**src/hw/rtl/clte_pkg.sv**
```systemverilog
// Shared types, constants and helper functions of the character LCD text stream encoder.
`timescale 1ns / 1ps

package clte_pkg;

	localparam logic [1:0] KIND_CHAR   = 2'd0;
	localparam logic [1:0] KIND_CURSOR = 2'd1;
	localparam logic [1:0] KIND_NUMBER = 2'd2;

	localparam logic [7:0] CHAR_NUL = 8'd0;
	localparam logic [7:0] CHAR_TAB = 8'd9;
	localparam logic [7:0] CHAR_NL  = 8'd10;

	localparam logic [7:0] CHAR_SPACE   = 8'h20;
	localparam logic [7:0] ADDR_ODD_ROW = 8'h40;
	localparam logic [7:0] CMD_SET_ADDR = 8'h80;
	localparam logic [3:0] NIBBLE_MASK  = 4'hF;

	localparam logic RS_COMMAND = 1'b0;
	localparam logic RS_DATA    = 1'b1;

	localparam logic [16:0] RECIP_1000 = 17'd67109;
	localparam int          RECIP_SHIFT = 26;

	localparam logic [5:0] COLUMN_COUNT_RESET = 6'd16;
	localparam logic       NIBBLE_MODE_RESET  = 1'b1;
	localparam int         QUEUE_DEPTH        = 4;

	localparam logic REG_COLUMN_COUNT = 1'b0;
	localparam logic REG_NIBBLE_MODE  = 1'b1;

	typedef struct packed {
		logic            rs;
		logic [2:0]      count;
		logic [3:0][7:0] bytes;
	} entry_t;

	function automatic logic [7:0] hex_char(input logic [3:0] d);
		if (d < 4'd10) begin
			return 8'h30 + {4'b0000, d};
		end
		return 8'h37 + {4'b0000, d};
	endfunction

	function automatic logic [3:0] tens_of(input logic [6:0] r);
		logic [14:0] p;
		p = r * 8'd205;
		return p[14:11];
	endfunction

	function automatic logic [3:0] ones_of(input logic [6:0] r);
		logic [6:0] tk;
		tk = tens_of(r) * 7'd10;
		return 4'(r - tk);
	endfunction

endpackage

```
**src/hw/rtl/char_lcd_text_stream_encoder_core.sv**
```systemverilog
// Top level of the character LCD text stream encoder with its configuration registers.
//
// Requests arrive on the s_ stream: s_tuser carries the request kind (character, cursor
// move, decimal number) and s_tdata the character, target row, target column and number.
// Each request becomes zero to eight bus transfers on the m_ stream: m_tuser is the
// register-select flag, m_tdata the byte or nibble, and m_tlast marks the final transfer
// of the request. Requests that cause nothing (NUL, unused kind) yield no transaction.
// The APB port holds column_count at address 0 and nibble_mode at address 4.
// The first transfer of a request passes through four front pipeline stages, which carry
// the decimal conversion, then through the queue and the output register.
// Sustained throughput is one transfer per cycle while the receiver does not stall; the
// transfers of a request, from one to eight, all leave through the output register.
// A request accepted while the queue is full waits in the front stages; when the receiver
// stalls, the queue fills and s_tready falls, and nothing is lost.
// Reset clears the current row, empties the pipeline and queue, and restores
// column_count to 16 and nibble_mode to 1.
`timescale 1ns / 1ps

module char_lcd_text_stream_encoder_core #(
	parameter int QUEUE_DEPTH = clte_pkg::QUEUE_DEPTH
) (
	input  logic        clk,
	input  logic        arst_n,
	input  logic        s_tvalid,
	output logic        s_tready,
	input  logic [39:0] s_tdata,  // character, target_row, target_column, number
	input  logic [1:0]  s_tuser,  // kind
	output logic        m_tvalid,
	input  logic        m_tready,
	output logic [7:0]  m_tdata,  // bus_value
	output logic        m_tuser,  // register_select
	output logic        m_tlast,
	input  logic        psel,
	input  logic        penable,
	input  logic        pwrite,
	input  logic [2:0]  paddr,
	input  logic [31:0] pwdata,
	output logic [31:0] prdata,
	output logic        pready
);

	logic [5:0]       column_count_q;
	logic             nibble_mode_q;
	logic             push, pop, full, empty;
	clte_pkg::entry_t push_entry, head;

	assign pready = 1'b1;
	assign prdata = (paddr[2] == clte_pkg::REG_NIBBLE_MODE) ? {31'd0, nibble_mode_q}
		: {26'd0, column_count_q};

	always_ff @(posedge clk or negedge arst_n) begin
		if (!arst_n) begin
			column_count_q <= clte_pkg::COLUMN_COUNT_RESET;
			nibble_mode_q  <= clte_pkg::NIBBLE_MODE_RESET;
		end else if (psel && penable && pwrite && pready) begin
			if (paddr[2] == clte_pkg::REG_COLUMN_COUNT) begin
				column_count_q <= pwdata[5:0];
			end else begin
				nibble_mode_q <= pwdata[0];
			end
		end
	end

	clte_front u_front (
		.clk           (clk),
		.arst_n        (arst_n),
		.in_valid      (s_tvalid),
		.in_ready      (s_tready),
		.kind          (s_tuser),
		.character     (s_tdata[7:0]),
		.target_row    (s_tdata[15:8]),
		.target_column (s_tdata[23:16]),
		.number        (s_tdata[39:24]),
		.column_count  (column_count_q),
		.queue_full    (full),
		.push          (push),
		.push_entry    (push_entry)
	);

	clte_queue #(
		.DEPTH (QUEUE_DEPTH)
	) u_queue (
		.clk        (clk),
		.arst_n     (arst_n),
		.push       (push),
		.push_entry (push_entry),
		.pop        (pop),
		.head       (head),
		.full       (full),
		.empty      (empty)
	);

	clte_back u_back (
		.clk         (clk),
		.arst_n      (arst_n),
		.nibble_mode (nibble_mode_q),
		.head        (head),
		.empty       (empty),
		.pop         (pop),
		.out_valid   (m_tvalid),
		.out_ready   (m_tready),
		.out_rs      (m_tuser),
		.out_value   (m_tdata),
		.out_last    (m_tlast)
	);

endmodule

```
**src/hw/rtl/clte_front.sv**
```systemverilog
// Front part: accepts requests, tracks the row and turns each request into a byte list.
`timescale 1ns / 1ps

module clte_front (
	input  logic                clk,
	input  logic                arst_n,
	input  logic                in_valid,
	output logic                in_ready,
	input  logic [1:0]          kind,
	input  logic [7:0]          character,
	input  logic [7:0]          target_row,
	input  logic [7:0]          target_column,
	input  logic [15:0]         number,
	input  logic [5:0]          column_count,
	input  logic                queue_full,
	output logic                push,
	output clte_pkg::entry_t    push_entry
);

	logic [7:0] row_q;

	logic              v_s1, v_s2, v_s3, v_s4;
	logic              num_s1, num_s2, num_s3, num_s4;
	clte_pkg::entry_t  ent_s1, ent_s2, ent_s3, ent_s4;
	logic [15:0]       val_s1;
	logic [32:0]       prod_s1;
	logic [6:0]        q_s2, q_s3, q_s4;
	logic [9:0]        rest_s2, rest_s3;
	logic [3:0]        h_s3, h_s4;
	logic [6:0]        r100_s4;

	logic              en, acc, is_nl;
	logic [7:0]        row_next, col_sel, addr;
	clte_pkg::entry_t  ent_d, num_ent;
	logic [16:0]       qk;
	logic [6:0]        q_d;
	logic [9:0]        rest_d;
	logic [15:0]       hp;
	logic [9:0]        hk;
	logic [3:0]        t_d, o_d;

	assign push     = v_s4 && (ent_s4.count != 3'd0) && !queue_full;
	assign en       = !(v_s4 && (ent_s4.count != 3'd0) && queue_full);
	assign in_ready = en;
	assign acc      = in_valid && en;

	always_comb begin
		is_nl    = (kind == clte_pkg::KIND_CHAR) && (character == clte_pkg::CHAR_NL);
		row_next = (kind == clte_pkg::KIND_CURSOR) ? target_row : row_q + 8'd1;
		col_sel  = is_nl ? 8'd0 : target_column;
		addr     = (row_next[0] ? clte_pkg::ADDR_ODD_ROW : 8'd0)
			+ ((row_next > 8'd1) ? {2'b00, column_count} : 8'd0) + col_sel;
		ent_d       = '0;
		ent_d.rs    = clte_pkg::RS_DATA;
		ent_d.bytes = {4{clte_pkg::CHAR_SPACE}};
		unique case (kind)
			clte_pkg::KIND_CHAR: begin
				if (is_nl) begin
					ent_d.rs       = clte_pkg::RS_COMMAND;
					ent_d.count    = 3'd1;
					ent_d.bytes[0] = addr | clte_pkg::CMD_SET_ADDR;
				end else if (character == clte_pkg::CHAR_TAB) begin
					ent_d.count = 3'd4;
				end else if (character != clte_pkg::CHAR_NUL) begin
					ent_d.count    = 3'd1;
					ent_d.bytes[0] = character;
				end
			end
			clte_pkg::KIND_CURSOR: begin
				ent_d.rs       = clte_pkg::RS_COMMAND;
				ent_d.count    = 3'd1;
				ent_d.bytes[0] = addr | clte_pkg::CMD_SET_ADDR;
			end
			clte_pkg::KIND_NUMBER: begin
				if (number < 16'd10) begin
					ent_d.count = 3'd1;
				end else if (number < 16'd100) begin
					ent_d.count = 3'd2;
				end else if (number < 16'd1000) begin
					ent_d.count = 3'd3;
				end else begin
					ent_d.count = 3'd4;
				end
			end
			default: begin
				ent_d.count = 3'd0;
			end
		endcase
	end

	always_comb begin
		q_d    = prod_s1[clte_pkg::RECIP_SHIFT +: 7];
		qk     = q_d * 10'd1000;
		rest_d = 10'(val_s1 - qk[15:0]);
		hp     = rest_s2 * 6'd41;
		hk     = h_s3 * 10'd100;
		t_d    = clte_pkg::tens_of(r100_s4);
		o_d    = clte_pkg::ones_of(r100_s4);
	end

	always_comb begin
		num_ent = ent_s4;
		case (ent_s4.count)
			3'd4: begin
				num_ent.bytes[0] = clte_pkg::hex_char(q_s4[3:0] & clte_pkg::NIBBLE_MASK);
				num_ent.bytes[1] = clte_pkg::hex_char(h_s4);
				num_ent.bytes[2] = clte_pkg::hex_char(t_d);
				num_ent.bytes[3] = clte_pkg::hex_char(o_d);
			end
			3'd3: begin
				num_ent.bytes[0] = clte_pkg::hex_char(h_s4);
				num_ent.bytes[1] = clte_pkg::hex_char(t_d);
				num_ent.bytes[2] = clte_pkg::hex_char(o_d);
				num_ent.bytes[3] = clte_pkg::hex_char(o_d);
			end
			3'd2: begin
				num_ent.bytes[0] = clte_pkg::hex_char(t_d);
				num_ent.bytes[1] = clte_pkg::hex_char(o_d);
				num_ent.bytes[2] = clte_pkg::hex_char(o_d);
				num_ent.bytes[3] = clte_pkg::hex_char(o_d);
			end
			default: begin
				num_ent.bytes = {4{clte_pkg::hex_char(o_d)}};
			end
		endcase
		push_entry = num_s4 ? num_ent : ent_s4;
	end

	always_ff @(posedge clk or negedge arst_n) begin
		if (!arst_n) begin
			row_q <= 8'd0;
			v_s1  <= 1'b0;
			v_s2  <= 1'b0;
			v_s3  <= 1'b0;
			v_s4  <= 1'b0;
		end else begin
			if (acc && (is_nl || (kind == clte_pkg::KIND_CURSOR))) begin
				row_q <= row_next;
			end
			if (en) begin
				v_s1 <= acc;
				v_s2 <= v_s1;
				v_s3 <= v_s2;
				v_s4 <= v_s3;
			end
		end
	end

	always_ff @(posedge clk) begin
		if (en) begin
			num_s1  <= (kind == clte_pkg::KIND_NUMBER);
			ent_s1  <= ent_d;
			val_s1  <= number;
			prod_s1 <= number * clte_pkg::RECIP_1000;
			num_s2  <= num_s1;
			ent_s2  <= ent_s1;
			q_s2    <= q_d;
			rest_s2 <= rest_d;
			num_s3  <= num_s2;
			ent_s3  <= ent_s2;
			q_s3    <= q_s2;
			rest_s3 <= rest_s2;
			h_s3    <= hp[15:12];
			num_s4  <= num_s3;
			ent_s4  <= ent_s3;
			q_s4    <= q_s3;
			h_s4    <= h_s3;
			r100_s4 <= 7'(rest_s3 - hk);
		end
	end

endmodule

```
**src/hw/rtl/clte_queue.sv**
```systemverilog
// Short queue of byte lists between the front and the back part.
`timescale 1ns / 1ps

module clte_queue #(
	parameter int DEPTH = clte_pkg::QUEUE_DEPTH
) (
	input  logic              clk,
	input  logic              arst_n,
	input  logic              push,
	input  clte_pkg::entry_t  push_entry,
	input  logic              pop,
	output clte_pkg::entry_t  head,
	output logic              full,
	output logic              empty
);

	localparam int PW = (DEPTH > 1) ? $clog2(DEPTH) : 1;
	localparam int CW = $clog2(DEPTH + 1);

	clte_pkg::entry_t mem_q [DEPTH];
	logic [PW-1:0]    wr_q, rd_q;
	logic [CW-1:0]    cnt_q;

	assign full  = (cnt_q == CW'(DEPTH));
	assign empty = (cnt_q == '0);
	assign head  = mem_q[rd_q];

	always_ff @(posedge clk) begin
		if (push) begin
			mem_q[wr_q] <= push_entry;
		end
	end

	always_ff @(posedge clk or negedge arst_n) begin
		if (!arst_n) begin
			wr_q  <= '0;
			rd_q  <= '0;
			cnt_q <= '0;
		end else begin
			if (push) begin
				wr_q <= (wr_q == PW'(DEPTH - 1)) ? '0 : wr_q + PW'(1);
			end
			if (pop) begin
				rd_q <= (rd_q == PW'(DEPTH - 1)) ? '0 : rd_q + PW'(1);
			end
			if (push && !pop) begin
				cnt_q <= cnt_q + CW'(1);
			end else if (pop && !push) begin
				cnt_q <= cnt_q - CW'(1);
			end
		end
	end

endmodule

```
**src/hw/rtl/clte_back.sv**
```systemverilog
// Back part: walks a byte list, one bus transfer per unstalled cycle into the output register.
`timescale 1ns / 1ps

module clte_back (
	input  logic              clk,
	input  logic              arst_n,
	input  logic              nibble_mode,
	input  clte_pkg::entry_t  head,
	input  logic              empty,
	output logic              pop,
	output logic              out_valid,
	input  logic              out_ready,
	output logic              out_rs,
	output logic [7:0]        out_value,
	output logic              out_last
);

	logic [1:0] idx_q;
	logic       nib_q;
	logic       adv, emit, last_byte, last;
	logic [7:0] cur;
	logic [7:0] value_d;

	assign adv       = !out_valid || out_ready;
	assign emit      = adv && !empty;
	assign cur       = head.bytes[idx_q];
	assign last_byte = ({1'b0, idx_q} == (head.count - 3'd1));
	assign last      = last_byte && (!nibble_mode || nib_q);
	assign pop       = emit && last;

	always_comb begin
		if (!nibble_mode) begin
			value_d = cur;
		end else if (nib_q) begin
			value_d = {4'b0000, cur[3:0] & clte_pkg::NIBBLE_MASK};
		end else begin
			value_d = {4'b0000, cur[7:4]};
		end
	end

	always_ff @(posedge clk or negedge arst_n) begin
		if (!arst_n) begin
			idx_q     <= 2'd0;
			nib_q     <= 1'b0;
			out_valid <= 1'b0;
		end else if (adv) begin
			out_valid <= !empty;
			if (emit) begin
				if (last) begin
					idx_q <= 2'd0;
					nib_q <= 1'b0;
				end else if (nibble_mode && !nib_q) begin
					nib_q <= 1'b1;
				end else begin
					nib_q <= 1'b0;
					idx_q <= idx_q + 2'd1;
				end
			end
		end
	end

	always_ff @(posedge clk) begin
		if (emit) begin
			out_rs    <= head.rs;
			out_value <= value_d;
			out_last  <= last;
		end
	end

endmodule

```
**config.mk**
```make
export PLATFORM = sky130hd
export DESIGN_NAME = char_lcd_text_stream_encoder_core
export DESIGN_NICKNAME = d
export VERILOG_FILES = /design/src/hw/rtl/clte_pkg.sv /design/src/hw/rtl/char_lcd_text_stream_encoder_core.sv /design/src/hw/rtl/clte_front.sv /design/src/hw/rtl/clte_queue.sv /design/src/hw/rtl/clte_back.sv
export SDC_FILE = /design/constraint.sdc
export NUM_CORES = 1
export LEC_CHECK = 0
export ABC_CLOCK_PERIOD_IN_PS = 7500
export BUFFER_PORTS_ARGS = -buffer_cell sky130_fd_sc_hd__buf_2
export CORE_MARGIN = 2
export CORE_UTILIZATION = 60
export DETAILED_ROUTE_END_ITERATION = 16
export PLACE_DENSITY = 0.9
export SETUP_SLACK_MARGIN = 0.4
export SKIP_CTS_REPAIR_TIMING = 1
export SYNTH_ARGS = -nofsm -noshare
export SYNTH_HDL_FRONTEND = slang
export SYNTH_SLANG_ARGS = --single-unit
```
**constraint.sdc**
```tcl
create_clock -name clk -period 7.5 [get_ports clk]
set_clock_uncertainty 0.05 [all_clocks]
set_input_delay 1.5 -clock clk [delete_from_list [all_inputs] [get_ports clk]]
set_output_delay 1.5 -clock clk [all_outputs]
set_load 0.01 [all_outputs]
```
# [Word level (Yosys, flattened, before mapping)]
# Memory sizes are Yosys's and may differ from the RTL's.
# Cells that the tools add are included.
[totals] regBits=179 mem_bits_rw=144 inputBits=84 out_inout_bits=45 elab_cells=188 mem_count=1
[mem_list] name="u_queue.mem_q" depth=4 width=36 read_ports=1 rd_ports_with_merged_regs=0 write_ports=1 line="clte_queue.sv:20" text="clte_pkg::entry_t mem_q [DEPTH];"
[classes] add_sub_neg=20 n_mul=6 order_cmp=9 eq_ne=12 n_mux=62 n_bitwise=1 n_reduce_logical=35
[op_table] op="two-way mux 8 bit" n=20
[op_table] op="one-hot mux 32 bit (3 select lines)" n=1
[op_table] op="adder 6 x 4 -> 7 bit, first input constant" n=8
[op_table] op="multiplier 16 x 17 -> 33 bit, second input constant" n=1
[op_table] op="two-way mux 32 bit" n=1
[op_table] op="two-way mux 3 bit" n=7
[op_table] op="two-way mux 1 bit" n=20
[op_table] op="binary-select mux 8 bit (select 2 bit)" n=1
[op_table] op="equality test 8 x 4 -> 1 bit, second input constant" n=2
[op_table] op="< comparator 16 x 10 -> 1 bit, second input constant" n=1
[op_table] op="< comparator 16 x 4 -> 1 bit, second input constant" n=1
[op_table] op="< comparator 16 x 7 -> 1 bit, second input constant" n=1
[op_table] op="< comparator 4 bit, second input constant" n=4
[op_table] op="multiplier 10 x 6 -> 16 bit, second input constant" n=1
[op_table] op="one-hot mux 8 bit (2 select lines)" n=1
[op_table] op="multiplier 7 x 8 -> 15 bit, second input constant" n=1
[op_table] op="adder 7 bit" n=2
[op_table] op="logical AND 1 bit" n=14
[op_table] op="two-way mux 7 bit" n=2
[op_table] op="two-way mux 6 bit" n=2
[op_table] op="subtractor 10 bit" n=1
[op_table] op="one-hot mux 3 bit (3 select lines)" n=1
[op_table] op="adder 8 x 1 -> 8 bit, second input constant" n=1
[op_table] op="greater-than comparator 8 x 1 -> 1 bit, second input constant" n=1
[op_table] op="other kinds (29)" n=50

# [Longest topological paths before layout]
# Gate-level depths: netlist of run 1.
[depth] ltp_word=9 depth_mapped=23 depth_no_buf=23

# [Hierarchy]
# A second synthesis of run 1 with hierarchy kept.
[unflattened] hier_cells=1400 area_unflattened_um2=18410.2
[modules_own_cells] mod="clte_front" n_inst=1 cells_per_inst=1059 area_each_um2=11385.9 seq_area_each_um2=3693.5
[modules_own_cells] mod="clte_queue" n_inst=1 cells_per_inst=225 area_each_um2=5621.6 seq_area_each_um2=4499.3
[modules_own_cells] mod="clte_back" n_inst=1 cells_per_inst=65 area_each_um2=850.8 seq_area_each_um2=400.4
[modules_own_cells] mod="char_lcd_text_stream_encoder_core" n_inst=1 cells_per_inst=51 area_each_um2=551.8 seq_area_each_um2=177.7

# [Least setup slack after synthesis of run 1]
# No wires, ideal clock.
[synth_timing] kind="input to register" start="input port s_tdata[25]" end="register u_front.prod_s1[32], data pin" setup_time_ns=0.265 arrival_time_ns=5.739 required_ns=7.185 slack_ns=1.447 path_stages=17 path_buffers=0 cell_sequence="ha_1 -> ha_1 -> inv_1 -> fa_1 -> inv_1 -> fa_1 -> fa_1 -> fa_1 -> ha_1 -> a21o_1 -> a21o_1 -> a211o_1 -> a2111oi_0 -> a21oi_1 -> o221a_2 -> a21oi_1 -> o21ai_0"
[synth_between] elab_chain_len=1
[synth_lines] element="start: declaration" line="char_lcd_text_stream_encoder_core.sv:26" text="input logic [39:0] s_tdata,"
[synth_lines] element="multiplier 16 x 17 -> 33 bit" line="clte_front.sv:154" text="prod_s1 <= number * clte_pkg::RECIP_1000;"
[synth_lines] element="end signal: assignment" line="clte_front.sv:154"
[synth_lines] element="end: declaration" line="clte_front.sv:26" text="logic [32:0] prod_s1;"
# No other way between the ends.
# A chain may end at the register's enable or synchronous reset.

==> results of run 1 <==
==> area by class of cell <==
type,count,share of cell area
Clock buffer,33,0.0384
Inverter,167,0.0321
Tap cell,390,0.0250
Clock inverter,19,0.0143
Sequential cell,285,0.430
Multi-Input combinational cell,890,0.438
Timing Repair Buffer,81,0.0219
==> cells in the final DEF, fill, tap and decap left out, types with 23 or more instances in the layout <==
master,n
a21o_1,25
a21oi_1,53
buf_2,72
clkbuf_16,29
conb_1,27
dfrtp_1,27
edfxtp_1,255
fa_1,57
ha_1,245
inv_1,166
mux2_2,23
mux4_2,40
nand2_1,56
nor2_1,53
nor2b_1,24
o21ai_0,39
xnor2_1,33
==> per-layer routing <==
| layer | global-route usage | vias to the layer above | wire length (µm) |
|---|---|---|---|
| met5 | 0 | - | 0 |
| met4 | 0.0775 | 0 | 1140 |
| met3 | 0.0310 | 95 | 1750 |
| met2 | 0.413 | 359 | 18000 |
| met1 | 0.281 | 5322 | 13600 |
| li1 | - | 5078 | - |
==> cell families after synthesis <==
kind of cell               count (synthesis)
AOI/OAI and AO/OA                        187
xor gates and xnor gates                  55
adders and majority gates                302
buffers and inverters                    219
DFF                                      285
muxes                                     73
other                                      2
and+or+nand+nor                          246
==> per-stage QoR <==
stage / instances / hold WS, ps / utilization / instance area [µm²] / worst slack [ps]
final: 1865 / 365 / 0.665 / 19500 / 775
after global routing: 1865 / 368 / 0.665 / 19500 / 465
after global placement: 1813 / 351 / 0.630 / 18500 / 887
after floorplan: 1394 / 350 / - / 17900 / 1450
after detailed placement: 1813 / 355 / 0.630 / 18500 / 735
after CTS: 1865 / 360 / 0.665 / 19500 / 888
==> worst paths after layout <==
kind                                                      end  slack [ps]  cells after the start
worst min register to register    u_front.ent_s4[2]$_DFFE_PN_         360                      0
max in group asynchronous         u_queue.rd_q[0]$_DFFE_PN0P_        5960                      1
worst max-delay path            u_queue.mem_q[3][1]$_DFFE_PP_         780                     21
worst min-delay path              u_front.ent_s4[2]$_DFFE_PN_         360                      0
worst max register to register  u_queue.mem_q[3][1]$_DFFE_PP_         780                     21
min in group asynchronous         u_back.idx_q[0]$_DFFE_PN0P_         950                      1
==> flip-flops by register name, indices dropped and copies added (netlist names), 9 cells and up <==
| name | cells |
|---|---|
| u_queue.mem_q | 132 |
| u_front.ent_s1 | 12 |
| u_front.ent_s2 | 12 |
| u_front.ent_s3 | 12 |
| u_front.ent_s4 | 12 |
| u_front.rest_s2 | 10 |
| u_front.prod_s1 | 9 |
==> worst reg2reg max path, cell delays in order (launching register included) <==
cell	delay, ps
edfxtp_1	480
ha_1	350
ha_1	300
fa_1	510
inv_1	50
fa_1	490
inv_1	40
ha_1	270
a21oi_1	80
a211o_1	340
a31oi_4	320
xor2_1	230
inv_1	100
fa_1	460
xor2_1	360
nand2_1	130
o221ai_1	340
nor3_2	110
xnor2_2	300
nand2_1	110
a22o_1	260
a311oi_1	720
==> qor.yml, run 1 <==
fillers: 1933
crit_path_start_kind: "flop"
hold_path_class: "flop to flop"
drt_iter0_drc: 767
cp-startpoint: "u_front.r100_s4[4]$_DFFE_PN_"
yosys.cell_count.top_type: "edfxtp_1"
grt_antenna_before_repair: 0
htreeDepth: 1
async_reset_ff_frac: 0.105
multi_input_area_um2: 8560
vias: 10854
ys_seq_elements: 285
avgSynthCellArea_um2: 13.0
synthTopCellsByCount: "edfxtp_1, ha_1, inv_1"
synth_xor_area_frac: 0.0275
grtUsageTotal: 0.228
regArea_um2: 8410
status: "completed"
drive_gt1_frac: 0.141
wl_um: 34500
yosys_warnings: 0
vias_per_cell: 5.82
worst_pin_slew_ps: 1100
diodes: 0
slew_headroom: 0.266
synth_area_um2: 17800
synth_flop_cell: "edfxtp_1"
cpPeakStageDelay_ps: 720
wl_per_cell_um: 18.5
ys_types: 76
fp.dieArea_um2: 31100
cts_tree: "built"
cp_max_fo: 10
die_h_um: 176
synth-simple-area-share: 0.0713
setup-violations-final: 0
max_freq_mhz: 149
grt_pass1_vias: 11340
synthTopCellsByArea: "edfxtp_1, ha_1, fa_1"
hold_path_startpoint: "u_front.ent_s3[2]$_DFFE_PN_"
synth_edf_count: 255
crit_path_top_delay_cell: "a311oi_1"
pin_count: 129
overflow: 0
numCtsBuffers: 28
core_area_um2: 29400
rows: 63
drv_cap: 0
hold_viol_final: 0
synthAdderAreaFrac: 0.236
cp.required_ps: 7680
synth_top_family_by_area: "adder cells"
synth_top_area_share: 0.430
synth_compound_area_frac: 0.0692
yosysTopAreaCell: "edfxtp_1"
dp_hpwl_um: 24600
postRouteAntennaNets: 0
path_clk_slew_ps: 60
clock_sinks: 285
rsz0062_at_grt: "false"
setup_tns_ps: 0
firstDrtPassIters: 6
layout_worst_path_cycle_share: 0.897
initial_core_util: 0.605
synthCells: 1369
cts_buffer_depth: 3
cts-root-buf: "clkbuf_16"
port_buffers: 72
die_w_um: 176
finalMaxSlewViolations: 0
path_buf_inv: 3
r2r-start: "u_front.r100_s4[4]$_DFFE_PN_"
clock_latency_ps: 540
grt_pass1_wl_um: 56400
crit_chain: "ha_1, ha_1, fa_1, inv_1, fa_1, inv_1, ha_1, a21oi_1, a211o_1, a31oi_4, xor2_1, inv_1, fa_1, xor2_1, nand2_1, o221ai_1, nor3_2, xnor2_2, nand2_1, a22o_1, a311oi_1"
synthMuxAreaShare: 0.0708
synth-seq-area-share: 0.472
cp_top_family: "adder cells"
grt_max_degree: 85
nNetsFinal: 1839
period_needed_ps: 6720
endpoint_kind: "flop"
crit_arrival_ps: 6900
drc: 0
area_growth_pct: 9.80
place_congestion: 0.859
crit_type: "flop to flop"
Power of run 1 is left out: the tool's default activity adds up to more than one toggle a clock period on the data nets, which glitch-free logic cannot reach.
==> run 2, diff against run 1 <==
--- a/config.mk
+++ b/config.mk
@@ -11,6 +11,7 @@
 export CORE_UTILIZATION = 60
 export DETAILED_ROUTE_END_ITERATION = 16
 export PLACE_DENSITY = 0.9
+export RECOVER_POWER = 50
 export SETUP_SLACK_MARGIN = 0.4
 export SKIP_CTS_REPAIR_TIMING = 1
 export SYNTH_ARGS = -nofsm -noshare
==> run 2 against run 1 <==
  * The run now ends with max-capacitance violations, max-slew violations left
  * Critical path depth unchanged
  * Worst setup slack worse by 19 ps
  * Clock-buffer cell count is the same
  * Global-route usage unchanged
  * Sequential cell count unchanged
  * First-iteration DRC count increased by 6.5%
  * Cell count is the same
  * Die area unchanged
  * Non-clock buffer count did not move
==> qor.yml, run 2 (synthesized netlist as in run 1, its figures left out) <==
status: "complete, but fails checks"
violations: "max-capacitance violations, max-slew violations"
core_area_um2: 29400  # unchanged
pin_count: 129  # unchanged
drc: 0  # unchanged
port_buffers: 72  # unchanged
rsz0062_at_grt: "false"
vias_per_cell: 5.82  # about the same
cpPeakStageDelay_ps: 510  # -210 ps
htreeDepth: 1  # unchanged
die_w_um: 176  # unchanged
r2r-end: "u_queue.mem_q[2][4]$_DFFE_PP_"
die_h_um: 176  # unchanged
vias: 10846  # -0.074%
r2r-start: "u_front.r100_s4[4]$_DFFE_PN_"
cp_top_family: "adder cells"
finalMaxSlewViolations: 241  # +241
max_freq_mhz: 148  # -0.29%
setup_tns_ps: 0  # unchanged
setup-violations-final: 0  # unchanged
numCtsBuffers: 28  # unchanged
crit_path_top_delay_cell: "fa_1"
clock_latency_ps: 540  # about the same
fp.dieArea_um2: 31100  # unchanged
hold_path_class: "flop to flop"
worst_pin_slew_ps: 3050  # +1950 ps
grt_pass1_vias: 11340  # unchanged
hold_depth: 0  # unchanged
top_register: "u_queue.mem_q"
cts-root-buf: "clkbuf_16"
hold_viol_final: 0  # unchanged
wl_per_cell_um: 18.5  # +0.23%
drt_iter0_drc: 817  # +6.5%
hold_end: "u_front.ent_s2[3]$_DFFE_PN_"
slew_headroom: -1.03  # -1.30
largest_reg_flops: 132  # unchanged
overflow: 0  # unchanged
layout_common_cells: "edfxtp_1, ha_1, inv_1"
crit_arrival_ps: 6860  # -40 ps
postRouteAntennaNets: 0  # unchanged
dp_hpwl_um: 24600  # unchanged
hold_path_startpoint: "u_front.ent_s1[3]$_DFFE_PN_"
ff2ff_setup_slack_ps: 760  # -20 ps
firstDrtPassIters: 6  # unchanged
place_congestion: 0.859  # unchanged
cts_buffer_depth: 3  # unchanged
fin_hold_ws_ps: 359  # -5.94 ps
grtUsageTotal: 0.228  # unchanged
path_clk_slew_ps: 70  # about the same
drv_cap: 7  # +7
finish.utilization: 0.663  # -0.00162
initial_core_util: 0.605  # unchanged
crit_type: "flop to flop"
area_growth_pct: 9.54
crit_chain: "ha_1, ha_1, fa_1, inv_1, fa_1, inv_1, ha_1, a21oi_1, a211o_1, a31oi_4, xor2_1, inv_1, fa_1, xor2_1, nand2_1, o221ai_1, nor3_2, xnor2_2, o2111ai_1, a32oi_1, a21oi_1"
cp_max_fo: 10  # unchanged
wl_um: 34600  # +0.23%
final-instance-count-excl-fill: 1865  # unchanged
diodes: 0  # unchanged
rows: 63  # unchanged
clock_sinks: 285  # unchanged
grt_antenna_before_repair: 0  # unchanged
path_buf_inv: 3  # unchanged
layout_worst_path_cycle_share: 0.899  # +0.00257
grt_max_degree: 85  # unchanged
period_needed_ps: 6740  # +19.3 ps
r2r_cells: 21  # unchanged
grt_pass1_wl_um: 56400  # unchanged
numPlacedInstances: 1813  # unchanged
drive_gt1_frac: 0.126  # -0.0149
mostFrequentLayoutCell: "edfxtp_1"
nNetsFinal: 1839  # unchanged
cp.required_ps: 7610  # -70 ps
cts_tree: "built"
crit_path_start_kind: "flop"
endpoint_kind: "flop"
run 2: changes by cell type in the layout (fill, tap and decap cells not counted), sizes merged:
cell    before  now
buf         81   60
clkbuf      33   54
run 2: worst max path at each step:
| stage | start | endpoint | slack, ps | cells past startpoint |
|---|---|---|---|---|
| 3_3_place_gp | s_tdata[26] | u_front.prod_s1[32]$_DFFE_PN_ | 890 | 18 |
| 2_1_floorplan | s_tdata[25] | u_front.prod_s1[32]$_DFFE_PN_ | 1450 | 17 |
| 6_report | u_front.r100_s4[4]$_DFFE_PN_ | u_queue.mem_q[2][4]$_DFFE_PP_ | 760 | 21 |
| 4_1_cts | u_front.r100_s4[4]$_DFFE_PN_ | u_queue.mem_q[2][4]$_DFFE_PP_ | 890 | 21 |
| 5_1_grt | u_front.r100_s4[4]$_DFFE_PN_ | u_queue.mem_q[1][1]$_DFFE_PP_ | 460 | 21 |
| 3_5_place_dp | s_tdata[26] | u_front.prod_s1[32]$_DFFE_PN_ | 740 | 18 |
run 2: cell type report:
cell class	instances	area, µm²
flip-flops and latches	285	8410
well taps	390	488
clock inverters	19	280
repair buffers	81	384
inverters	167	627
fillers	1954	9900
multi-input cells	890	8560
clock buffers	33	751
run 2: stage by stage:
stage	cell area [µm²]	setup slack (ps)
global placement	18500	887
CTS	19500	888
floorplan	17900	1450
global route	19500	465
detailed placement	18500	735
finish	19500	756
run 2: metal layers:
layer,share of wire,up-vias,global-route usage
met5,0,-,0
met4,0.033,0,0.0775
met3,0.050,94,0.0310
met2,0.52,357,0.413
met1,0.40,5317,0.281
li1,-,5078,-
Power of run 2 is left out for the same reason.
